$ cat src/design/hrgb_pkg.sv
`timescale 1ns / 1ps

package hrgb_pkg;

   // Fixed-point scale: 960 hue steps per sector, 255 stands for 1.0
   localparam logic [9:0]  HUE_PER_SECTOR = 10'd960;
   localparam logic [7:0]  UNIT_LEVEL     = 8'd255;
   localparam logic [17:0] FULL_SCALE     = 18'd244800;

   // x / 244800 == ((x >> 6) * RECIP) >> 32, exact for x below 2^26
   localparam int          SCALE_SHIFT = 6;
   localparam logic [20:0] RECIP       = 21'd1122868;
   localparam int          RECIP_SHIFT = 32;

   // Cycles from an accepted beat to its result strobe
   localparam int LATENCY = 6;

   typedef enum logic [3:0] {
      SECTOR_RED_YELLOW   = 4'd0,
      SECTOR_YELLOW_GREEN = 4'd1,
      SECTOR_GREEN_CYAN   = 4'd2,
      SECTOR_CYAN_BLUE    = 4'd3,
      SECTOR_BLUE_MAGENTA = 4'd4,
      SECTOR_MAGENTA_RED  = 4'd5,
      SECTOR_WRAP         = 4'd6,
      SECTOR_OVER_LOW     = 4'd7,
      SECTOR_OVER_HIGH    = 4'd8
   } hrgb_sector_type;

   typedef struct packed {
      logic [12:0] hue;
      logic [7:0]  saturation;
      logic [7:0]  brightness;
   } hrgb_req_type;

   typedef struct packed {
      logic [7:0] red;
      logic [7:0] green;
      logic [7:0] blue;
   } hrgb_rsp_type;

   typedef struct packed {
      hrgb_sector_type sector;
      logic [9:0]      frac;
      logic [7:0]      sat;
      logic [7:0]      bright;
   } hrgb_part_type;

   typedef struct packed {
      hrgb_sector_type sector;
      logic [7:0]      bright;
      logic [7:0]      p;
      logic [7:0]      q;
      logic [7:0]      t;
   } hrgb_level_type;

endpackage

$ cat src/design/hrgb_split.sv
`timescale 1ns / 1ps

module hrgb_split (
   input  logic                  clock,
   input  logic                  reset,
   input  logic                  in_valid,
   input  hrgb_pkg::hrgb_req_type in_data,
   output logic                  part_valid,
   output hrgb_pkg::hrgb_part_type part
);

   localparam logic [12:0] STEP = 13'(hrgb_pkg::HUE_PER_SECTOR);

   logic                    valid_ff;
   hrgb_pkg::hrgb_part_type part_ff;
   hrgb_pkg::hrgb_part_type part_in;
   hrgb_pkg::hrgb_sector_type sector;
   logic [12:0]             base;
   logic [12:0]             frac_wide;

   // Find the sector by comparing against every boundary at once
   always_comb begin
      priority if (in_data.hue >= STEP * 13'd8) begin
         sector = hrgb_pkg::SECTOR_OVER_HIGH;
         base   = STEP * 13'd8;
      end else if (in_data.hue >= STEP * 13'd7) begin
         sector = hrgb_pkg::SECTOR_OVER_LOW;
         base   = STEP * 13'd7;
      end else if (in_data.hue >= STEP * 13'd6) begin
         sector = hrgb_pkg::SECTOR_WRAP;
         base   = STEP * 13'd6;
      end else if (in_data.hue >= STEP * 13'd5) begin
         sector = hrgb_pkg::SECTOR_MAGENTA_RED;
         base   = STEP * 13'd5;
      end else if (in_data.hue >= STEP * 13'd4) begin
         sector = hrgb_pkg::SECTOR_BLUE_MAGENTA;
         base   = STEP * 13'd4;
      end else if (in_data.hue >= STEP * 13'd3) begin
         sector = hrgb_pkg::SECTOR_CYAN_BLUE;
         base   = STEP * 13'd3;
      end else if (in_data.hue >= STEP * 13'd2) begin
         sector = hrgb_pkg::SECTOR_GREEN_CYAN;
         base   = STEP * 13'd2;
      end else if (in_data.hue >= STEP) begin
         sector = hrgb_pkg::SECTOR_YELLOW_GREEN;
         base   = STEP;
      end else begin
         sector = hrgb_pkg::SECTOR_RED_YELLOW;
         base   = 13'd0;
      end
   end

   assign frac_wide = in_data.hue - base;

   always_comb begin
      part_in.sector = sector;
      part_in.frac   = frac_wide[9:0];
      part_in.sat    = in_data.saturation;
      part_in.bright = in_data.brightness;
   end

   always_ff @(posedge clock) begin
      if (reset) begin
         valid_ff <= 1'b0;
      end else begin
         valid_ff <= in_valid;
      end
   end

   always_ff @(posedge clock) begin
      part_ff <= part_in;
   end

   assign part_valid = valid_ff;
   assign part       = part_ff;

endmodule

$ cat src/design/hrgb_levels.sv
`timescale 1ns / 1ps

module hrgb_levels (
   input  logic                     clock,
   input  logic                     reset,
   input  logic                     part_valid,
   input  hrgb_pkg::hrgb_part_type  part,
   output logic                     level_valid,
   output hrgb_pkg::hrgb_level_type level
);

   localparam int QL = hrgb_pkg::RECIP_SHIFT;

   // Stage A: products of saturation
   logic                      a_valid_ff;
   hrgb_pkg::hrgb_sector_type a_sector_ff;
   logic [7:0]                a_bright_ff;
   logic [17:0]               a_sf_ff, a_sf_in;
   logic [17:0]               a_sg_ff, a_sg_in;
   logic [15:0]               a_vp_ff, a_vp_in;
   logic [9:0]                comp;

   // Stage B: complements and p
   logic                      b_valid_ff;
   hrgb_pkg::hrgb_sector_type b_sector_ff;
   logic [7:0]                b_bright_ff;
   logic [17:0]               b_qa_ff, b_qa_in;
   logic [17:0]               b_ta_ff, b_ta_in;
   logic [7:0]                b_p_ff, b_p_in;
   logic [16:0]               p_sum;

   // Stage C: scale by brightness
   logic                      c_valid_ff;
   hrgb_pkg::hrgb_sector_type c_sector_ff;
   logic [7:0]                c_bright_ff;
   logic [7:0]                c_p_ff;
   logic [25:0]               c_vq_ff, c_vq_in;
   logic [25:0]               c_vt_ff, c_vt_in;

   // Stage D: divide by full scale through the reciprocal
   logic                      d_valid_ff;
   hrgb_pkg::hrgb_level_type  d_level_ff, d_level_in;
   logic [40:0]               q_prod, t_prod;

   assign comp    = hrgb_pkg::HUE_PER_SECTOR - part.frac;
   assign a_sf_in = 18'(part.sat) * 18'(part.frac);
   assign a_sg_in = 18'(part.sat) * 18'(comp);
   assign a_vp_in = 16'(part.bright) * 16'(hrgb_pkg::UNIT_LEVEL - part.sat);

   // x / 255 for x below 2^16 as (x + (x >> 8) + 1) >> 8
   assign p_sum   = 17'(a_vp_ff) + 17'(a_vp_ff[15:8]) + 17'd1;
   assign b_p_in  = p_sum[15:8];
   assign b_qa_in = hrgb_pkg::FULL_SCALE - a_sf_ff;
   assign b_ta_in = hrgb_pkg::FULL_SCALE - a_sg_ff;

   assign c_vq_in = 26'(b_bright_ff) * 26'(b_qa_ff);
   assign c_vt_in = 26'(b_bright_ff) * 26'(b_ta_ff);

   assign q_prod = 41'(c_vq_ff[25:hrgb_pkg::SCALE_SHIFT]) * 41'(hrgb_pkg::RECIP);
   assign t_prod = 41'(c_vt_ff[25:hrgb_pkg::SCALE_SHIFT]) * 41'(hrgb_pkg::RECIP);

   always_comb begin
      d_level_in.sector = c_sector_ff;
      d_level_in.bright = c_bright_ff;
      d_level_in.p      = c_p_ff;
      d_level_in.q      = q_prod[QL+7:QL];
      d_level_in.t      = t_prod[QL+7:QL];
   end

   always_ff @(posedge clock) begin
      if (reset) begin
         a_valid_ff <= 1'b0;
         b_valid_ff <= 1'b0;
         c_valid_ff <= 1'b0;
         d_valid_ff <= 1'b0;
      end else begin
         a_valid_ff <= part_valid;
         b_valid_ff <= a_valid_ff;
         c_valid_ff <= b_valid_ff;
         d_valid_ff <= c_valid_ff;
      end
   end

   always_ff @(posedge clock) begin
      a_sector_ff <= part.sector;
      a_bright_ff <= part.bright;
      a_sf_ff     <= a_sf_in;
      a_sg_ff     <= a_sg_in;
      a_vp_ff     <= a_vp_in;

      b_sector_ff <= a_sector_ff;
      b_bright_ff <= a_bright_ff;
      b_qa_ff     <= b_qa_in;
      b_ta_ff     <= b_ta_in;
      b_p_ff      <= b_p_in;

      c_sector_ff <= b_sector_ff;
      c_bright_ff <= b_bright_ff;
      c_p_ff      <= b_p_ff;
      c_vq_ff     <= c_vq_in;
      c_vt_ff     <= c_vt_in;

      d_level_ff  <= d_level_in;
   end

   assign level_valid = d_valid_ff;
   assign level       = d_level_ff;

`ifndef SYNTH
   // Every blended level is a fraction of brightness
   assert_level_bound: assert property (@(posedge clock) disable iff (reset)
      level_valid |-> (level.p <= level.bright) && (level.q <= level.bright)
                      && (level.t <= level.bright))
      else $error("blended level exceeds brightness");
`endif

endmodule

$ cat src/design/hrgb_route.sv
`timescale 1ns / 1ps

module hrgb_route (
   input  logic                     clock,
   input  logic                     reset,
   input  logic                     level_valid,
   input  hrgb_pkg::hrgb_level_type level,
   output logic                     rsp_valid,
   output hrgb_pkg::hrgb_rsp_type   rsp_data
);

   logic                   rsp_valid_ff;
   hrgb_pkg::hrgb_rsp_type rsp_ff, rsp_in;

   always_comb begin
      unique case (level.sector)
         hrgb_pkg::SECTOR_RED_YELLOW,
         hrgb_pkg::SECTOR_WRAP: begin
            rsp_in = {level.bright, level.t, level.p};
         end
         hrgb_pkg::SECTOR_YELLOW_GREEN: begin
            rsp_in = {level.q, level.bright, level.p};
         end
         hrgb_pkg::SECTOR_GREEN_CYAN: begin
            rsp_in = {level.p, level.bright, level.t};
         end
         hrgb_pkg::SECTOR_CYAN_BLUE: begin
            rsp_in = {level.p, level.q, level.bright};
         end
         hrgb_pkg::SECTOR_BLUE_MAGENTA: begin
            rsp_in = {level.t, level.p, level.bright};
         end
         hrgb_pkg::SECTOR_MAGENTA_RED: begin
            rsp_in = {level.bright, level.p, level.q};
         end
         default: begin
            // hue past the wrap sector: drop to black
            rsp_in = '0;
         end
      endcase
   end

   always_ff @(posedge clock) begin
      if (reset) begin
         rsp_valid_ff <= 1'b0;
      end else begin
         rsp_valid_ff <= level_valid;
      end
   end

   always_ff @(posedge clock) begin
      rsp_ff <= rsp_in;
   end

   assign rsp_valid = rsp_valid_ff;
   assign rsp_data  = rsp_ff;

`ifndef SYNTH
   assert_over_black: assert property (@(posedge clock) disable iff (reset)
      level_valid && (level.sector == hrgb_pkg::SECTOR_OVER_LOW
                      || level.sector == hrgb_pkg::SECTOR_OVER_HIGH)
      |=> rsp_valid && (rsp_data == '0))
      else $error("out-of-range hue did not give black");

   assert_bright_channel: assert property (@(posedge clock) disable iff (reset)
      level_valid && level.sector != hrgb_pkg::SECTOR_OVER_LOW
                  && level.sector != hrgb_pkg::SECTOR_OVER_HIGH
      |=> rsp_valid && (rsp_data.red == $past(level.bright)
                        || rsp_data.green == $past(level.bright)
                        || rsp_data.blue == $past(level.bright)))
      else $error("no channel carries brightness");
`endif

endmodule

$ cat src/design/hsv_to_rgb_pixel.sv
`timescale 1ns / 1ps
// HSV to RGB pixel converter, six register stages.
// An accepted beat passes the split register, level stages A to D and the route register.
// Throughput: one beat per cycle; busy is low whenever reset is low.
// The receiver cannot stall, so the pipeline always advances.
// Synchronous active-high reset clears all valid bits; busy is high during reset.

module hsv_to_rgb_pixel (
   input  logic                   clock,
   input  logic                   reset,
   input  logic                   start,
   output logic                   busy,
   input  hrgb_pkg::hrgb_req_type req_data,
   output logic                   rsp_valid,
   output hrgb_pkg::hrgb_rsp_type rsp_data
);

   logic                     accept;
   logic                     part_valid;
   hrgb_pkg::hrgb_part_type  part;
   logic                     level_valid;
   hrgb_pkg::hrgb_level_type level;

   assign busy   = reset;
   assign accept = start & ~busy;

   hrgb_split u_split (
      .clock      (clock),
      .reset      (reset),
      .in_valid   (accept),
      .in_data    (req_data),
      .part_valid (part_valid),
      .part       (part)
   );

   hrgb_levels u_levels (
      .clock       (clock),
      .reset       (reset),
      .part_valid  (part_valid),
      .part        (part),
      .level_valid (level_valid),
      .level       (level)
   );

   hrgb_route u_route (
      .clock       (clock),
      .reset       (reset),
      .level_valid (level_valid),
      .level       (level),
      .rsp_valid   (rsp_valid),
      .rsp_data    (rsp_data)
   );

`ifndef SYNTH
   assert_rsp_origin: assert property (@(posedge clock) disable iff (reset)
      rsp_valid |-> $past(accept, hrgb_pkg::LATENCY))
      else $error("result strobe without an accepted beat");
`endif

endmodule

$ cat config.mk
export PLATFORM = sky130hd
export DESIGN_NAME = hsv_to_rgb_pixel
export DESIGN_NICKNAME = d
export VERILOG_FILES = /design/src/design/hrgb_pkg.sv /design/src/design/hrgb_split.sv /design/src/design/hrgb_levels.sv /design/src/design/hrgb_route.sv /design/src/design/hsv_to_rgb_pixel.sv
export SDC_FILE = /design/constraint.sdc
export NUM_CORES = 2
export LEC_CHECK = 0
export BUFFER_PORTS_ARGS = -buffer_cell sky130_fd_sc_hd__buf_2
export CORE_ASPECT_RATIO = 0.75
export CORE_UTILIZATION = 58
export DETAILED_ROUTE_END_ITERATION = 8
export PLACE_DENSITY = 0.74
export REMOVE_ABC_BUFFERS = 1
export SYNTH_ARGS = -nofsm -noshare
export SYNTH_HDL_FRONTEND = slang
export SYNTH_SLANG_ARGS = --single-unit
$ cat constraint.sdc
create_clock -name clock -period 4.8 [get_ports clock]
set_input_delay 0.24 -clock clock [delete_from_list [all_inputs] [get_ports clock]]
set_output_delay 0.24 -clock clock [all_outputs]
set_load 0.01 [all_outputs]
==> metrics.md <==
| Metric | Value |
|---|---|
| Status | `complete, but fails checks` |
| Failing checks | `DRC` |
| EDFF count, synth | `0` |
| Clock transition time at the flip-flop clock pins of the worst setup and hold paths | `0.07 ns` |
| Top_reg_cell synth | `dfxtp_1` |
| Final Max Tran Viols | `0` |
| Synthesized cell area | `around 32000 um^2` |
| Worst-margin pin slew | `around 1.2 ns` |
| Worst path arrival time | `~5.2 ns` |
| Largest net degree at the start of global routing | `32` |
| CTS tree | `done` |
| Most used cell, CP | `fa_1` |
| Startpoint Class | `register` |
| Max cap viols | `0` |
| Slowest Stage Delay on Critical Path | `around 0.53 ns` |
| Synth Instances | `~3400` |
| WS Path Type | `reg2reg` |
| CTS H-tree depth | `1` |
| Initial Utilization | `0.590` |
| Area of the multi-input gates | `approximately 24000 um^2` |
| # DRC | `4` |
| Yosys cell types | `71` |
| CTS sink cnt | `about 270` |
| Port bufs | `57` |
| Post-Route WL | `roughly 69000 um` |
| Antenna cell count | `0` |
| First-pass GRT wire length | `between 100000 and 150000 um` |
| Die area | `approximately 57000 um^2` |
| Crit path required time | `~5.3 ns` |
| Vias in the first global route | `between 20000 and 25000` |
| Minimum clock period | `4.75 ns` |
| Std cell rows | `74` |
| Worst hold slack | `approximately 0.06 ns` |
| Routed Antenna Nets | `0` |
| Final setup violation count | `0` |
| Antenna violations before repair | `1` |
| DR iter-0 viols | `between 1000 and 1500` |
| Register area | `approximately 5600 um^2` |
| Synthesis Warnings | `0` |
| Slowest cell on the critical path | `or4_4` |
| Worst path cell trace | `ha_4 -> fa_1 -> fa_1 -> fa_1 -> inv_2 -> fa_1 -> inv_2 -> ha_4 -> and3_4 -> or3b_4 -> or4_4 -> o21ai_2 -> o21ai_2 -> o21ai_2 -> buf_4 -> xor2_1` |
| Worst hold path type | `in2reg` |
| Worst Path Max Fanout | `3` |
| Layout area overhead | `14.7%` |
| DRT Pass-1 Iters | `9` |
| Maximum clock rate | `around 210 MHz` |
| Die Span Y | `206 um` |
| Sequential area share after synthesis | `0.170` |
| Overflow after GRT | `0` |
| Worst Path Buf+Inv | `3` |
| Max transition margin | `0.229` |
| Die X | `between 200 and 300 um` |
| Ys async rst share | `0` |
| Layout Skew | `roughly 0.035 ns` |
| DR vias/cell | `5.16` |
| Per-cell routed wire length | `roughly 16 um` |
| Register bit count reported by yosys | `274` |
| Syn Area/Cell | `just under 10 um^2` |
| Clk_lat worst skew | `just under 0.6 ns` |
| Detail Placement HPWL | `~55000 um` |
| Hold Vio Cnt, Final | `0` |
| Fill cells | `around 4200` |
| Share of layout cells above drive strength 1 | `0.131` |
| Worst R2R Setup Slack | `around 0.054 ns` |
| CP Capture Type | `register` |
| CP top delay family | `adder cells` |
| GRT Total Usage | `0.248` |
| Vias | `roughly 23000` |
| Clk root buf | `clkbuf_16` |
| Clock buffer depth | `3` |
| # IOs | `58` |
| Final critical-path share of the clock period | `0.989` |
| RSZ-0062 raised after global routing | `true` |
| Core ar. | `54700 um^2` |
| Fin nets | `~4700` |
| Cts bufs inserted | `30` |
| GPL Wtd Cong | `roughly 0.91` |
cell type report:
| cell class | count | area share |
|---|---|---|
| clock buffers | 37 | 0.0215 |
| repair buffers | 302 | 0.0634 |
| flip-flops and latches | 274 | 0.150 |
| clock inverters | 18 | 0.00493 |
| multi-input cells | 2275 | 0.661 |
| well taps | 722 | 0.0244 |
| inverters | 741 | 0.0751 |
cells in the mapped netlist (8+ instances only):
| cell | number | area share |
|---|---|---|
| ha_1 | 541 | 0.21 |
| nor2_1 | 79 | 0.0092 |
| fa_1 | 455 | 0.28 |
| inv_1 | 741 | 0.086 |
| o21a_1 | 22 | 0.0051 |
| nand4_1 | 13 | 0.0025 |
| nor2b_1 | 57 | 0.011 |
| a211oi_1 | 12 | 0.0028 |
| clkbuf_1 | 63 | 0.0073 |
| xnor2_1 | 91 | 0.025 |
| nor3_1 | 27 | 0.0042 |
| dfxtp_1 | 274 | 0.17 |
| nand3_1 | 34 | 0.0053 |
| a21oi_1 | 64 | 0.0099 |
| a222oi_1 | 8 | 0.0025 |
| nand2b_1 | 38 | 0.0074 |
| o21bai_1 | 9 | 0.0021 |
| a21o_1 | 35 | 0.0081 |
| and2_1 | 340 | 0.066 |
| o21ai_0 | 55 | 0.0085 |
| nand2_1 | 180 | 0.021 |
| and3_1 | 12 | 0.0023 |
| a22oi_1 | 24 | 0.0056 |
| xor2_1 | 49 | 0.013 |
| a31oi_1 | 12 | 0.0023 |
| a221o_1 | 11 | 0.0034 |
through the flow:
stage	setup slack, ns	util	area, um^2	cells	TNS [ns]
after floorplan	-0.0870	-	32000	3290	-0.173
after CTS	-0.00189	0.661	36200	4357	-0.00189
final	0.0536	0.677	37000	4369	0
after global routing	-0.183	0.677	37000	4369	-1.15
after detailed placement	-0.247	0.635	34800	4270	-1.36
after global placement	-0.232	0.635	34800	4270	-0.543
routing by layer:
layer / global-route usage / part of all wire
met1: 0.367 / 0.49
met4: 0.0431 / 0.019
met5: 0 / 0
met3: 0.0388 / 0.058
met2: 0.386 / 0.43
repair_timing:
| action | in CTS | in global routing |
|---|---|---|
| gates cloned | 0 | 3 |
| endpoints found under the setup margin | 19 | 39 |
| resized for setup | 28 | 149 |
| hold endpoints to repair | 31 | 0 |
| pin swaps | 9 | 56 |
| setup buffers | 3 | 10 |
| hold buffers | 29 | 0 |
sequential cells by signal, indices dropped and copies added (netlist names), 4 cells and up:
| signal | count |
|---|---|
| u_levels.level | 36 |
| u_split.part | 30 |
| u_route.rsp_data | 24 |
| u_levels.c_vq_ff | 20 |
| u_levels.c_vt_ff | 20 |
| u_levels.a_sf_ff | 18 |
| u_levels.b_qa_ff | 18 |
| u_levels.a_sg_ff | 17 |
| u_levels.b_ta_ff | 17 |
| u_levels.a_vp_ff | 16 |
| u_levels.a_bright_ff | 8 |
| u_levels.b_bright_ff | 8 |
| u_levels.b_p_ff | 8 |
| u_levels.c_bright_ff | 8 |
| u_levels.c_p_ff | 8 |
| u_levels.a_sector_ff | 4 |
| u_levels.b_sector_ff | 4 |
| u_levels.c_sector_ff | 4 |
worst paths after layout:
path | depth (start not counted) | end | from
max | 16 | u_levels.level[14]$_DFF_P_ | u_levels.c_vq_ff[10]$_DFF_P_
max reg2reg | 16 | u_levels.level[14]$_DFF_P_ | u_levels.c_vq_ff[10]$_DFF_P_
min | 3 | u_split.part[29]$_SDFF_PN1_ | req_data[25]
min reg2reg | 0 | u_levels.a_sector_ff[3]$_DFF_P_ | u_split.part[29]$_SDFF_PN1_
cells by family (layout without fill, tap and decap cells):
family,count (synthesis),count (layout),synth area share
compound gates,316,316,0.0672
fa+ha+maj,997,997,0.492
xor+xnor,140,140,0.0380
simple gates,822,822,0.138
flops,274,274,0.170
buf+inv,812,1098,0.0946
worst min-delay path, delay by kind of cell:
family	cells	cell delay (ns)
simple gates	2	0.19
buf+inv	1	0.16
cells in the final DEF, fill, tap and decap left out, types with 7 or more instances in the layout:
cell,netlist,layout
inv_1,741,732
ha_1,541,508
fa_1,455,451
and2_1,340,336
dfxtp_1,274,237
buf_4,1,201
nand2_1,180,179
xnor2_1,91,88
nor2_1,79,76
nor2b_1,57,57
buf_2,2,57
a21oi_1,64,56
o21ai_0,55,47
xor2_1,49,46
nand2b_1,38,38
a21o_1,35,35
clkbuf_16,0,33
nand3_1,34,32
ha_4,0,29
dlygate4sd3_1,0,29
dfxtp_2,0,26
a22oi_1,24,24
o21a_1,22,22
nor3_1,27,21
nand4_1,13,13
a211oi_1,12,11
a221o_1,11,11
dfxtp_4,0,11
and3_1,12,10
a31oi_1,12,10
inv_2,0,9
o21ai_2,3,8
a222oi_1,8,8
o21bai_1,9,7
a21oi_2,0,7
or2_2,7,7
or3_1,7,7
Power is left out: the tool's default activity adds up to more than one toggle a clock period on the data nets, which glitch-free logic cannot reach.
